==> config.mk <==
export PLATFORM = sky130hd
export DESIGN_NAME = generation_slot_stage_activate_unit
export DESIGN_NICKNAME = d
export VERILOG_FILES = /design/src/rtl/core/gssa_pkg.sv /design/src/rtl/core/gssa_pick.sv /design/src/rtl/core/gssa_gen_mem.sv /design/src/rtl/core/generation_slot_stage_activate_unit.sv
export SDC_FILE = /design/constraint.sdc
export NUM_CORES = 1
export LEC_CHECK = 0
export BUFFER_PORTS_ARGS = -buffer_cell sky130_fd_sc_hd__buf_2
export CAP_MARGIN = 40
export CORE_MARGIN = 4
export CORE_UTILIZATION = 40
export CTS_CLUSTER_SIZE = 25
export DETAILED_ROUTE_END_ITERATION = 12
export GPL_TIMING_DRIVEN = 0
export PLACE_DENSITY = 0.58
export SLEW_MARGIN = 20
export SYNTH_ARGS = -nofsm -noshare
export SYNTH_HDL_FRONTEND = slang
export SYNTH_SLANG_ARGS = --single-unit
export TNS_END_PERCENT = 30
==> constraint.sdc <==
create_clock -name i_clk -period 16.6 [get_ports i_clk]
set_input_delay 3.32 -clock i_clk [delete_from_list [all_inputs] [get_ports i_clk]]
set_output_delay 3.32 -clock i_clk [all_outputs]
set_load 0.02 [all_outputs]
==> src/rtl/core/gssa_pkg.sv <==
// ----------------------------------------------------------------------------
// gssa_pkg
// Shared types and constants for the generation slot stage/activate unit.
// ----------------------------------------------------------------------------
package gssa_pkg;

    localparam int SLOT_COUNT_DEF = 8;
    localparam int GEN_W          = 32;
    localparam int HSLOT_W        = 3;

    typedef enum logic [1:0] {
        CMD_STAGE    = 2'd0,
        CMD_RELEASE  = 2'd1,
        CMD_ACTIVATE = 2'd2,
        CMD_NONE     = 2'd3
    } t_cmd;

    typedef enum logic [1:0] {
        RES_OK         = 2'd0,
        RES_FULL       = 2'd1,
        RES_BUILD_FAIL = 2'd2,
        RES_IGNORED    = 2'd3
    } t_status;

    typedef enum logic {
        S_IDLE = 1'b0,
        S_EXEC = 1'b1
    } t_state;

    typedef struct packed {
        logic [1:0]         cmd;
        logic [HSLOT_W-1:0] handle_slot;
        logic [GEN_W-1:0]   handle_generation;
        logic               compile_ok;
    } t_req;

    typedef struct packed {
        logic [1:0]         status;
        logic [HSLOT_W-1:0] out_slot;
        logic [GEN_W-1:0]   out_generation;
        logic               active_valid;
        logic [HSLOT_W-1:0] active_slot;
    } t_rsp;

endpackage

==> src/rtl/core/gssa_pick.sv <==
// ----------------------------------------------------------------------------
// gssa_pick
// Priority pick of the lowest-numbered free slot.
// ----------------------------------------------------------------------------
module gssa_pick
    import gssa_pkg::*;
#(
    parameter int SLOT_COUNT = SLOT_COUNT_DEF,
    parameter int SW         = (SLOT_COUNT > 1) ? $clog2(SLOT_COUNT) : 1
) (
    input  logic [SLOT_COUNT-1:0] i_free,
    output logic                  o_found,
    output logic [SW-1:0]         o_index
);

    always_comb begin
        o_found = |i_free;
        o_index = '0;
        // scan from the top so the lowest free slot wins
        for (int i = SLOT_COUNT - 1; i >= 0; i--) begin
            if (i_free[i]) begin
                o_index = SW'(i);
            end
        end
    end

endmodule

==> src/rtl/core/gssa_gen_mem.sv <==
// ----------------------------------------------------------------------------
// gssa_gen_mem
// Per-slot generation store: one write port, one registered read port.
// Entries never written read as zero.
// ----------------------------------------------------------------------------
module gssa_gen_mem
    import gssa_pkg::*;
#(
    parameter int SLOT_COUNT = SLOT_COUNT_DEF,
    parameter int SW         = (SLOT_COUNT > 1) ? $clog2(SLOT_COUNT) : 1
) (
    input  logic             i_clk,
    input  logic             i_rst_n,
    input  logic             i_re,
    input  logic [SW-1:0]    i_raddr,
    input  logic             i_we,
    input  logic [SW-1:0]    i_waddr,
    input  logic [GEN_W-1:0] i_wdata,
    output logic [GEN_W-1:0] o_rdata
);

    logic [GEN_W-1:0]      r_mem [SLOT_COUNT];
    logic [SLOT_COUNT-1:0] r_written;
    logic [GEN_W-1:0]      r_rdata;
    logic                  r_rd_ok;

    always_ff @(posedge i_clk) begin
        if (i_we) begin
            r_mem[i_waddr] <= i_wdata;
        end
        if (i_re) begin
            r_rdata <= r_mem[i_raddr];
        end
    end

    always_ff @(posedge i_clk) begin
        if (!i_rst_n) begin
            r_written <= '0;
            r_rd_ok   <= 1'b0;
        end else begin
            if (i_we) begin
                r_written[i_waddr] <= 1'b1;
            end
            if (i_re) begin
                r_rd_ok <= r_written[i_raddr];
            end
        end
    end

    assign o_rdata = r_rd_ok ? r_rdata : '0;

endmodule

==> src/rtl/core/generation_slot_stage_activate_unit.sv <==
// ----------------------------------------------------------------------------
// generation_slot_stage_activate_unit
// Generational slot table: stage, release and activate commands.
// ----------------------------------------------------------------------------
//  channel   | signals                  | handshake
//  ----------+--------------------------+-------------------------------
//  request   | start, busy, i_req       | taken when start && !busy
//  result    | o_valid, o_rsp           | one-cycle strobe, no backpressure
//
// A request taken by the unit reads the generation memory; the execute state then
// compares, writes back and registers the result, so o_valid is high in the cycle
// after the execute state. busy is high for one cycle, in the execute state, so a
// new request is taken only after the last has executed its registered memory read.
// Reset (synchronous, active low) frees all slots and clears the active slot.
// The receiver cannot stall; results are never held.
// ----------------------------------------------------------------------------
module generation_slot_stage_activate_unit
    import gssa_pkg::*;
#(
    parameter int SLOT_COUNT = SLOT_COUNT_DEF
) (
    input  logic i_clk,
    input  logic i_rst_n,
    input  logic start,
    output logic busy,
    input  t_req i_req,
    output logic o_valid,
    output t_rsp o_rsp
);

    localparam int SW = (SLOT_COUNT > 1) ? $clog2(SLOT_COUNT) : 1;

    t_state                r_state, n_state;
    t_req                  r_req;
    logic                  r_found;
    logic [SW-1:0]         r_pick;
    logic                  r_hok;
    logic [SLOT_COUNT-1:0] r_pend, n_pend;
    logic                  r_act_v, n_act_v;
    logic [SW-1:0]         r_act_idx, n_act_idx;
    logic                  r_valid;
    t_rsp                  r_rsp, n_rsp;

    logic                  accept;
    logic                  mem_we;
    logic [GEN_W-1:0]      mem_rdata;
    logic [GEN_W-1:0]      gen_inc;
    logic [SLOT_COUNT-1:0] free_vec;
    logic                  pick_found;
    logic [SW-1:0]         pick_index;
    logic [SW-1:0]         h_idx;
    logic                  match;

    assign accept = start && !busy;
    assign h_idx  = SW'(i_req.handle_slot);

    always_comb begin
        for (int i = 0; i < SLOT_COUNT; i++) begin
            free_vec[i] = !r_pend[i] && !(r_act_v && (r_act_idx == SW'(i)));
        end
    end

    gssa_pick #(
        .SLOT_COUNT(SLOT_COUNT),
        .SW        (SW)
    ) u_pick (
        .i_free (free_vec),
        .o_found(pick_found),
        .o_index(pick_index)
    );

    gssa_gen_mem #(
        .SLOT_COUNT(SLOT_COUNT),
        .SW        (SW)
    ) u_gen_mem (
        .i_clk  (i_clk),
        .i_rst_n(i_rst_n),
        .i_re   (accept),
        .i_raddr((t_cmd'(i_req.cmd) == CMD_STAGE) ? pick_index : h_idx),
        .i_we   (mem_we),
        .i_waddr(r_pick),
        .i_wdata(gen_inc),
        .o_rdata(mem_rdata)
    );

    // next state
    always_comb begin
        n_state = r_state;
        unique case (r_state)
            S_IDLE: begin
                if (accept) begin
                    n_state = S_EXEC;
                end
            end
            S_EXEC: begin
                n_state = S_IDLE;
            end
            default: begin
                n_state = S_IDLE;
            end
        endcase
    end

    // state outputs
    always_comb begin
        unique case (r_state)
            S_IDLE:  busy = 1'b0;
            S_EXEC:  busy = 1'b1;
            default: busy = 1'b1;
        endcase
    end

    // execute: compare against the read generation and update the table
    assign gen_inc = mem_rdata + GEN_W'(1);
    assign match   = r_hok && (mem_rdata == r_req.handle_generation)
                     && r_pend[SW'(r_req.handle_slot)];

    always_comb begin
        n_pend    = r_pend;
        n_act_v   = r_act_v;
        n_act_idx = r_act_idx;
        mem_we    = 1'b0;
        n_rsp     = '0;
        n_rsp.status = RES_IGNORED;
        if (r_state == S_EXEC) begin
            case (t_cmd'(r_req.cmd))
                CMD_STAGE: begin
                    if (!r_found) begin
                        n_rsp.status = RES_FULL;
                    end else if (!r_req.compile_ok) begin
                        n_rsp.status = RES_BUILD_FAIL;
                    end else begin
                        mem_we               = 1'b1;
                        n_pend[r_pick]       = 1'b1;
                        n_rsp.status         = RES_OK;
                        n_rsp.out_slot       = HSLOT_W'(r_pick);
                        n_rsp.out_generation = gen_inc;
                    end
                end
                CMD_RELEASE: begin
                    if (match) begin
                        n_pend[SW'(r_req.handle_slot)] = 1'b0;
                        n_rsp.status = RES_OK;
                    end
                end
                CMD_ACTIVATE: begin
                    // the previous active slot frees itself: it is not pending
                    if (match) begin
                        n_pend[SW'(r_req.handle_slot)] = 1'b0;
                        n_act_v      = 1'b1;
                        n_act_idx    = SW'(r_req.handle_slot);
                        n_rsp.status = RES_OK;
                    end
                end
                default: begin
                    n_rsp.status = RES_IGNORED;
                end
            endcase
        end
        n_rsp.active_valid = n_act_v;
        n_rsp.active_slot  = n_act_v ? HSLOT_W'(n_act_idx) : '0;
    end

    always_ff @(posedge i_clk) begin
        if (accept) begin
            r_req   <= i_req;
            r_found <= pick_found;
            r_pick  <= pick_index;
            r_hok   <= (32'(i_req.handle_slot) < 32'(SLOT_COUNT));
        end
        if (r_state == S_EXEC) begin
            r_rsp <= n_rsp;
        end
    end

    always_ff @(posedge i_clk) begin
        if (!i_rst_n) begin
            r_state   <= S_IDLE;
            r_pend    <= '0;
            r_act_v   <= 1'b0;
            r_act_idx <= '0;
            r_valid   <= 1'b0;
        end else begin
            r_state   <= n_state;
            r_pend    <= n_pend;
            r_act_v   <= n_act_v;
            r_act_idx <= n_act_idx;
            r_valid   <= (r_state == S_EXEC);
        end
    end

    assign o_valid = r_valid;
    assign o_rsp   = r_rsp;

`ifndef SYNTH
    a_accept_exec: assert property (@(posedge i_clk) disable iff (!i_rst_n)
        accept |=> (r_state == S_EXEC))
        else $error("accepted request did not enter execute");

    a_exec_result: assert property (@(posedge i_clk) disable iff (!i_rst_n)
        (r_state == S_EXEC) |=> o_valid)
        else $error("execute cycle produced no result");

    a_result_source: assert property (@(posedge i_clk) disable iff (!i_rst_n)
        o_valid |-> $past(r_state == S_EXEC))
        else $error("result strobe without a request");

    a_active_not_pending: assert property (@(posedge i_clk) disable iff (!i_rst_n)
        r_act_v |-> !r_pend[r_act_idx])
        else $error("active slot also marked pending");

    a_gen_only_on_ok: assert property (@(posedge i_clk) disable iff (!i_rst_n)
        (o_valid && (o_rsp.status != RES_OK)) |-> (o_rsp.out_generation == '0))
        else $error("generation reported on a failed request");
`endif

endmodule

---- Word level (Yosys, flattened, before mapping) ----
Memories as Yosys holds them, arrays and structs flattened. A register that Yosys moved wholly into a read port is not among the register bits.
Index checks and enable logic that the tools add are counted.
word-level totals
  input bits .............................. 41
  logic and storage cells ................. 129
  RAM bits ................................ 256
  memories kept ........................... 1
  flip-flop bits (word level) ............. 106
cells by class
  equality and inequality tests ........... 13
  bitwise logic cells ..................... 5
  add/subtract/negate cells ............... 1
  reduce and logical (&&, ||, !) cells .... 45
  order comparisons ....................... 5
  multiplexer cells ....................... 41
memory list
  memory           words  width  rd ports  clocked after memory_dff  write ports  line                source
  u_gen_mem.r_mem  8      32     1         1                         1            gssa_gen_mem.sv:22  logic [GEN_W-1:0] r_mem [SLOT_COUNT];
operators with widths
  kind                     number
  $mux W3                  12
  $add A32 B1 Y32 const B  1
  $eq A32 B32 Y1           1
  $mux W32                 1
  $mux W8                  3
  $logic_and A1 B1 Y1      20
  $logic_not A1 Y1         17
  $or A8 B8 Y8             2
  $pmux W8 S2              1
  $mux W1                  14
  $eq A3 B3 Y1 const B     4
  $lt A3 B4 Y1 const B     3
  $and A8 B8 Y8            1
  $not A8 Y8               1
  $reduce_or A8 Y1         1
  $bmux W1 S3              2
  $demux W1 S3             2
  $eq A3 B2 Y1 const B     2
  $ge A3 B1 Y1 const B     2
  $mux W2                  3
  $reduce_and A5 Y1        1
  $logic_not A2 Y1         2
  $ne A2 B2 Y1 const B     2
  $pmux W1 S2              2
  other kinds (10)         10

---- Logic depth before layout (Yosys ltp) ----
Gate-level depths: netlist (run 1).
  depth in word-level cells ............... 15
  depth in mapped cells ................... 14

---- By module ----
From an unflattened synthesis (run 1), not the netlist that was laid out.
second synthesis, totals
  cell total of the unflattened synthesis .. 869
  area total of the unflattened synthesis .. 16082.9 um^2
by module, submodules not included
  module                               times used  sequential area each (um^2)  area each (um^2)  cells an instance
  gssa_gen_mem                         1           8828.5                       11239.5           476
  generation_slot_stage_activate_unit  1           2772.7                       4762.1            380
  gssa_pick                            1           0.0                          81.3              13

---- Worst setup path before layout (run 1) ----
No wires, ideal clock.
  kind .................................... input to register
  start ................................... input start
  end ..................................... register u_gen_mem.r_rd_ok
  slack ................................... 8.990 ns
  cell stages on the path ................. 3
  setup time .............................. 0.122 ns
  data arrival time ....................... 7.488 ns
  cells stage by stage .................... nor2b_1 o41ai_1 o311a_1
on the way
  word-level cells in the longest chain between the ends .. 1
ends and longest elaborated chain
  element                 line                                       source
  start: declaration      generation_slot_stage_activate_unit.sv:24  input logic start,
  $logic_and A1 B1 Y1     generation_slot_stage_activate_unit.sv:54  assign accept = start && !busy;
  end signal: assignment  gssa_gen_mem.sv:45                         r_rd_ok <= r_written[i_raddr];
  end: declaration        gssa_gen_mem.sv:25                         logic r_rd_ok;
Every way passes these cells.
A chain may end at the register's enable or synchronous reset.

---- Final worst setup path (run 1) ----
  start ................................... input i_req[37] (netlist name)
  end ..................................... register u_gen_mem.r_rdata[29], read port of u_gen_mem.r_mem (data pin)
on the way
  word-level cells in the longest chain between the ends .. 2
ends and longest elaborated chain
  element             line                                       source
  start: declaration  generation_slot_stage_activate_unit.sv:26  input t_req i_req,
  $logic_not A2 Y1    generation_slot_stage_activate_unit.sv:79  .i_raddr((t_cmd'(i_req.cmd) == CMD_STAGE) ? pick_index : h_idx),
  $mux W3             generation_slot_stage_activate_unit.sv:79
  end: declaration    gssa_gen_mem.sv:24                         logic [GEN_W-1:0] r_rdata;
Every way passes these cells.

==> impl_results.md, run 1 <==
* Run status: completed
* Comb pwr share at 8.0%
* Global-route wire length before repair at 67300 um
* Commonest cells after routing, fill and taps aside: edfxtp_1, nand2_1, buf_2
* Drt first pass iters at 5
* Clk Tree Root Cell: clkbuf_16
* Register area share after synthesis at 68.5%
* Post-CTS sizing at 0
* Hold-fix buffers, CTS at 0
* Worst path arrival time at 6.17 ns
* Slew HR at 42.9%
* Main synth FF type: edfxtp_1
* Fin. Hold Viols at 0
* Static leakage at 0.00686 uW
* Sw frac at 23.3%
* Endpoint class of the critical path: flip-flop
* Postcts setup bufs at 0
* Starting Density at 40.4%
* GRT Total Usage at 19.8%
* Die Area at 45700 um^2
* Worst-Margin Slew at 0.849 ns
* Die width at 214 um
* Antenna fix cells at 0
* Max Cap Violations at 0
* Fraction of registers with async set/reset at 0%
* Kind of critical path: primary input to flip-flop
* Placed insts at 1895
* Detailed Place HPWL at 30500 um
* Worst-path clk slew at 0.06 ns
* Worst hold path type: flip-flop to flip-flop
* CTS tree: yes
* Yosys warning total at 0
* Final setup fails at 0
* Required @ worst endpoint at 17.02 ns
* Final Net Count at 1447
* Vias in the first global route at 10700
* Gr ovfl total at 0
* Yosys reg bits at 394
* Startpoint types: primary input
* Setup TNS at 0 ns
* Routed wire per std cell at 22.9 um
* Core Box Area at 41900 um^2
* DRT Wirelength at 45100 um
* Worst-path maximum fanout at 10
* Maximum clock path buffer count at 3
* Standard-cell rows at 75
* Commonest non-fill, non-tap cell in the layout: edfxtp_1
* Clock sink count at 394
* Clock Latency Late Sink at 0.55 ns
* Worst-path cell chain: buf_2, or3_4, o22ai_4, o21ai_2, a21oi_2, clkbuf_1, nand2_1, a221oi_2, a31o_1
* Min Tclk post-route at 5.75 ns
* Fin crit share at 34.6%
* DRC Markers at 0
* DR vias at 10900
* Top-Level Pins at 84
* Antenna viol nets, final at 0
* Syn Nets at 1299
* Number of flops mapped to enable cells by yosys at 371
* Layout cell share with drive strength beyond 1 at 18.3%
* Clock share of power at 41.1%
* CP max-delay cell: clkbuf_1
* VDD IR max at 0.0749 mV
* CTS Buf Count at 43
* Max incr delay on CP at 0.72 ns
* DRT iter0 DRCs at 888
* Peak Freq at 174 MHz
* PD cells at 113 nW/um^2
* Finished Core Util at 47.1%
* Synthesized area per cell at 13.5 um^2
* GPL Wtd Cong at 0.829
* Number of H-tree levels at 2
* P_int at 1710 uW
* Post-synth design cell area at 16900 um^2
* Initial antenna violation count at 0
* Unrepaired setup endpoints after global routing: no
* Slew Limit Fails at 0
* Sw power at 520 uW
* Area growth syn-to-layout at 16.5%
* PortBufs at 83
* DR vias/cell at 5.55
* Synth cell types at 73
* Skew final at 0.0159 ns
* Pwr Total at 2230 uW
* Largest net degree at the start of global routing at 45
* Seq pwr share at 50.9%
* Fin cells at 1970
* Die height at 214 um
* Mapped Cells at 1254
-- kinds of logic after synthesis --
family / share of synthesized area (%)
xor+xnor: 2.28
simple gates: 12.8
flops: 68.5
fa+ha+maj: 0.295
buf+inv: 2.55
compound gates: 11.2
mux: 2.34
-- registers in the layout (all words and copies together) (netlist names) --
name                 cells
r_act_idx                3
o_valid                  1
u_gen_mem.r_rd_ok        1
r_act_v                  1
r_pend                   8
u_gen_mem.r_mem        256
r_found                  1
r_pick                   3
r_state                  1
u_gen_mem.r_written      8
u_gen_mem.r_rdata       32
r_req                   38
o_rsp                   41
-- critical path, delay by kind of cell --
family | cells | cell delay [ns]
buffers and inverters | 2 | 0.85
AO/OA/AOI/OAI | 5 | 1.45
AND/OR/NAND/NOR | 2 | 0.54
-- routing by layer --
metal | part of all wire [%] | GRT usage [%]
met1 | 45 | 27.8
met2 | 47 | 32.0
met3 | 6.0 | 2.56
met4 | 2.9 | 6.84
met5 | 0 | 0
-- power by group through the flow --
stage          clock network [uW]  logic, uW  registers [uW]
3_3_place_gp                    0        173            1160
6_report                      915        179            1140
3_5_place_dp                    0        179            1160
4_1_cts                       933        180            1140
2_1_floorplan                   0        112            1150
5_1_grt                       972        195            1140
-- through the flow --
stage	worst slack, ns	cell area [um^2]	hold WS [ns]
2_1_floorplan	8.99	16900	0.441
6_report	10.85	19700	0.463
3_3_place_gp	5.77	18000	0.452
4_1_cts	10.90	19700	0.466
5_1_grt	10.64	19700	0.509
3_5_place_dp	10.33	18400	0.453
-- synth_stat cells, types with 6 or more instances --
cell type | count | share of area (%)
o22ai_1 | 15 | 0.55
nand3b_1 | 13 | 0.58
dfxtp_1 | 23 | 2.7
a31o_1 | 32 | 1.7
and2_1 | 39 | 1.4
nor2_1 | 47 | 1.0
nand2_1 | 210 | 4.7
nor3_1 | 13 | 0.38
buf_2 | 25 | 0.74
xnor2_1 | 19 | 0.98
mux2i_1 | 34 | 2.0
a21oi_1 | 75 | 2.2
nor4_1 | 11 | 0.41
nand4_1 | 7 | 0.26
o21a_1 | 15 | 0.66
and3_1 | 11 | 0.41
o21ai_0 | 29 | 0.86
edfxtp_1 | 371 | 66
nand3_1 | 45 | 1.3
buf_4 | 6 | 0.27
a22oi_1 | 15 | 0.66
clkbuf_1 | 29 | 0.64
xor2_1 | 25 | 1.3
a221oi_2 | 28 | 2.5
inv_1 | 14 | 0.31
nor2b_1 | 18 | 0.66
-- final timing paths --
kind	startpoint	end	slack [ns]	cells after the start
setup / recovery	i_req[37]	u_gen_mem.r_rdata[29]	10.85	9
hold / removal	u_gen_mem.r_written[1]	u_gen_mem.r_written[1]	0.46	1
hold reg to reg	u_gen_mem.r_written[1]	u_gen_mem.r_written[1]	0.46	1
setup reg to reg	u_gen_mem.r_rd_ok	u_gen_mem.r_mem[4][28]	10.87	14
-- area by class of cell --
cell class              instances  area, um^2
plain buffers                  67         379
clock buffers                  56        1200
clock inverters                18         141
fillers                      3645       22200
inverters                      14        52.6
multi-input cells             779        4970
flip-flops and latches        394       11600
well taps                     539         674
repair buffers                103         721
(Power assumes the default switching activity.)
==> inputs of run 2 (changes only) <==
clock period = 5.75 ns   (was 16.6 ns; I/O delays follow)
==> run 2 against run 1 <==
  * Non-clock buffer count unchanged
  * Total power rose to 2.9 times the previous value
  * Largest power group unchanged
  * Clock power grew to 2.9 times the previous value
  * Count of clock-buffer cells in the layout is the same
  * Cell area is essentially flat
  * Register-to-register slack lost 11 ns
  * Critical endpoint is now u_gen_mem.r_mem[4][28]
  * First-iteration DRC count increased by 1.1%
==> impl_results.md, run 2 (same netlist as run 1, synthesis figures left out) <==
* Run status: completed
* Commonest cells after routing, fill and taps aside: edfxtp_1, nand2_1, buf_2
* DRT iter0 DRCs at 898 (+1.1%)
* Worst path arrival time at 5.75 ns (-0.42 ns)
* DRT Wirelength at 45000 um (-0.10%)
* Die width at 214 um (unchanged)
* DRC Markers at 0 (unchanged)
* Antenna fix cells at 0 (unchanged)
* Vias in the first global route at 10700 (unchanged)
* Fin crit share at 95.1%
* VDD IR max at 0.216 mV (+190%)
* Area growth syn-to-layout at 16.5% (about the same)
* Slew Limit Fails at 0 (unchanged)
* Postcts setup bufs at 0 (unchanged)
* Kind of critical path: flip-flop to flip-flop
* Skew final at 0.0166 ns (+0.000688 ns)
* Max reg flops at 256 (unchanged)
* Pre-CTS setup slack at 0.225 ns (-10.10 ns)
* Standard-cell rows at 75 (unchanged)
* Clock Latency Late Sink at 0.56 ns (about the same)
* Top-Level Pins at 84 (unchanged)
* Min Tclk post-route at 5.47 ns
* Commonest non-fill, non-tap cell in the layout: edfxtp_1
* Clock sink count at 394 (unchanged)
* Maximum clock path buffer count at 3 (unchanged)
* Hold-fix buffers, CTS at 0 (unchanged)
* Hold Path Stages at 1 (unchanged)
* CTS Buf Count at 43 (unchanged)
* Worst-path clk slew at 0.06 ns (about the same)
* Detailed Place HPWL at 30500 um (unchanged)
* Setup TNS at 0 ns (unchanged)
* FF-to-FF setup slack at 0.28 ns (-10.59 ns)
* Required @ worst endpoint at 6.03 ns (-10.99 ns)
* Unrepaired setup endpoints after global routing: no
* Antenna viol nets, final at 0 (unchanged)
* Max Cap Violations at 0 (unchanged)
* Endpoint class of the critical path: flip-flop
* Final setup fails at 0 (unchanged)
* WHS Endpoint: u_gen_mem.r_written[1]
* Filler Cell Count at 3645 (unchanged)
* Final Net Count at 1447 (unchanged)
* DR vias at 10900 (-0.30%)
* Core Box Area at 41900 um^2 (unchanged)
* Gr ovfl total at 0 (unchanged)
* Hold_sp: u_gen_mem.r_written[1]
* Drt first pass iters at 5 (unchanged)
* Largest net degree at the start of global routing at 45 (unchanged)
* PD cells at 326 nW/um^2 (+190%)
* Worst-Margin Slew at 0.872 ns (+0.0224 ns)
* DR vias/cell at 5.53 (-0.30%)
* Slew HR at 41.9% (-0.97 points)
* Layout cell share with drive strength beyond 1 at 18.4% (+0.070 points)
* CTS tree: yes
* Worst-path maximum fanout at 10 (unchanged)
* Finished Core Util at 47.1% (about the same)
* Peak Freq at 183 MHz
* GPL Wtd Cong at 0.829 (unchanged)
* Die Area at 45700 um^2 (unchanged)
* Initial antenna violation count at 0 (unchanged)
* Cells on worst reg2reg path at 14 (unchanged)
* Final WS setup at 0.281 ns (-10.57 ns)
* Startpoint types: flip-flop
* PortBufs at 83 (unchanged)
* Clk Tree Root Cell: clkbuf_16
* Global-route wire length before repair at 67300 um (unchanged)
* Pwr Total at 6440 uW (+190%)
* Worst hold path type: flip-flop to flip-flop
* Fin. Hold Viols at 0 (unchanged)
* Fin area at 19700 um^2 (about the same)
* Starting Density at 40.4% (unchanged)
* R2R Path End: u_gen_mem.r_mem[4][28]
* Area after DPL at 18400 um^2 (unchanged)
* Largest Register: u_gen_mem.r_mem
* Number of H-tree levels at 2 (unchanged)
* GRT Total Usage at 19.8% (unchanged)
* Static leakage at 0.00687 uW (about the same)
* Routed wire per std cell at 22.9 um (-0.10%)
* Worst flop-to-flop path startpoint: u_gen_mem.r_rd_ok
* Die height at 214 um (unchanged)
[run 2: worst max-delay path: stages, from the launching register on]
cell	delay [ns]
dfxtp_1	0.35
buf_2	0.23
clkbuf_1	0.50
buf_2	0.40
clkbuf_1	0.52
clkbuf_2	0.44
and2_1	0.19
ha_1	0.22
nand2_1	0.09
nor4_1	0.75
nand3_1	0.35
nor3_1	0.40
and2_1	0.20
xnor2_1	0.10
nor2b_1	0.43
[run 2: layer usage]
layer,vias to the layer above,global-route usage (%),wire length [um]
met5,-,0,0
met1,5457,27.8,20100
li1,5015,-,-
met2,353,32.0,21000
met3,69,2.56,2570
met4,0,6.84,1300
[run 2: stage by stage]
step / hold slack (ns) / instances
floorplan: 0.441 / 1254
global placement: 0.452 / 1876
detailed placement: 0.453 / 1895
CTS: 0.466 / 1969
global route: 0.509 / 1970
finish: 0.463 / 1970
[run 2: area by class of cell]
cell class	instances	area, um^2	share of cell area, %
sequential	394	11600	58.8
multi-input combinational	779	4970	25.2
clock buffer	56	1200	6.07
timing repair buffer	103	721	3.65
tap	539	674	3.42
buffer	67	380	1.93
clock inverter	18	141	0.716
inverter	14	52.6	0.266
[run 2: worst max path at each step]
stage	depth (start not counted)	from	slack, ns	end
final	14	u_gen_mem.r_rd_ok	0.28	u_gen_mem.r_mem[4][28]
after global routing	14	u_gen_mem.r_rd_ok	0.05	u_gen_mem.r_mem[4][28]
after CTS	14	u_gen_mem.r_rd_ok	0.17	u_gen_mem.r_mem[1][30]
after detailed placement	14	u_gen_mem.r_rd_ok	0.23	u_gen_mem.r_mem[1][30]
after global placement	3	r_state	-3.26	u_gen_mem.r_rd_ok
after floorplan	3	start	0.31	u_gen_mem.r_rd_ok
[run 2: power breakdown]
part           internal (uW)  switching, uW
Clock                   1550           1090
Combinational            179            337
Sequential              3210           70.3
Total                   4940           1500
[run 2: repair_timing]
action / 4_1_cts / 5_1_grt
endpoints found under the setup margin: 0 / 24
hold endpoints to repair: 0 / 0
gates resized for setup: 0 / 2
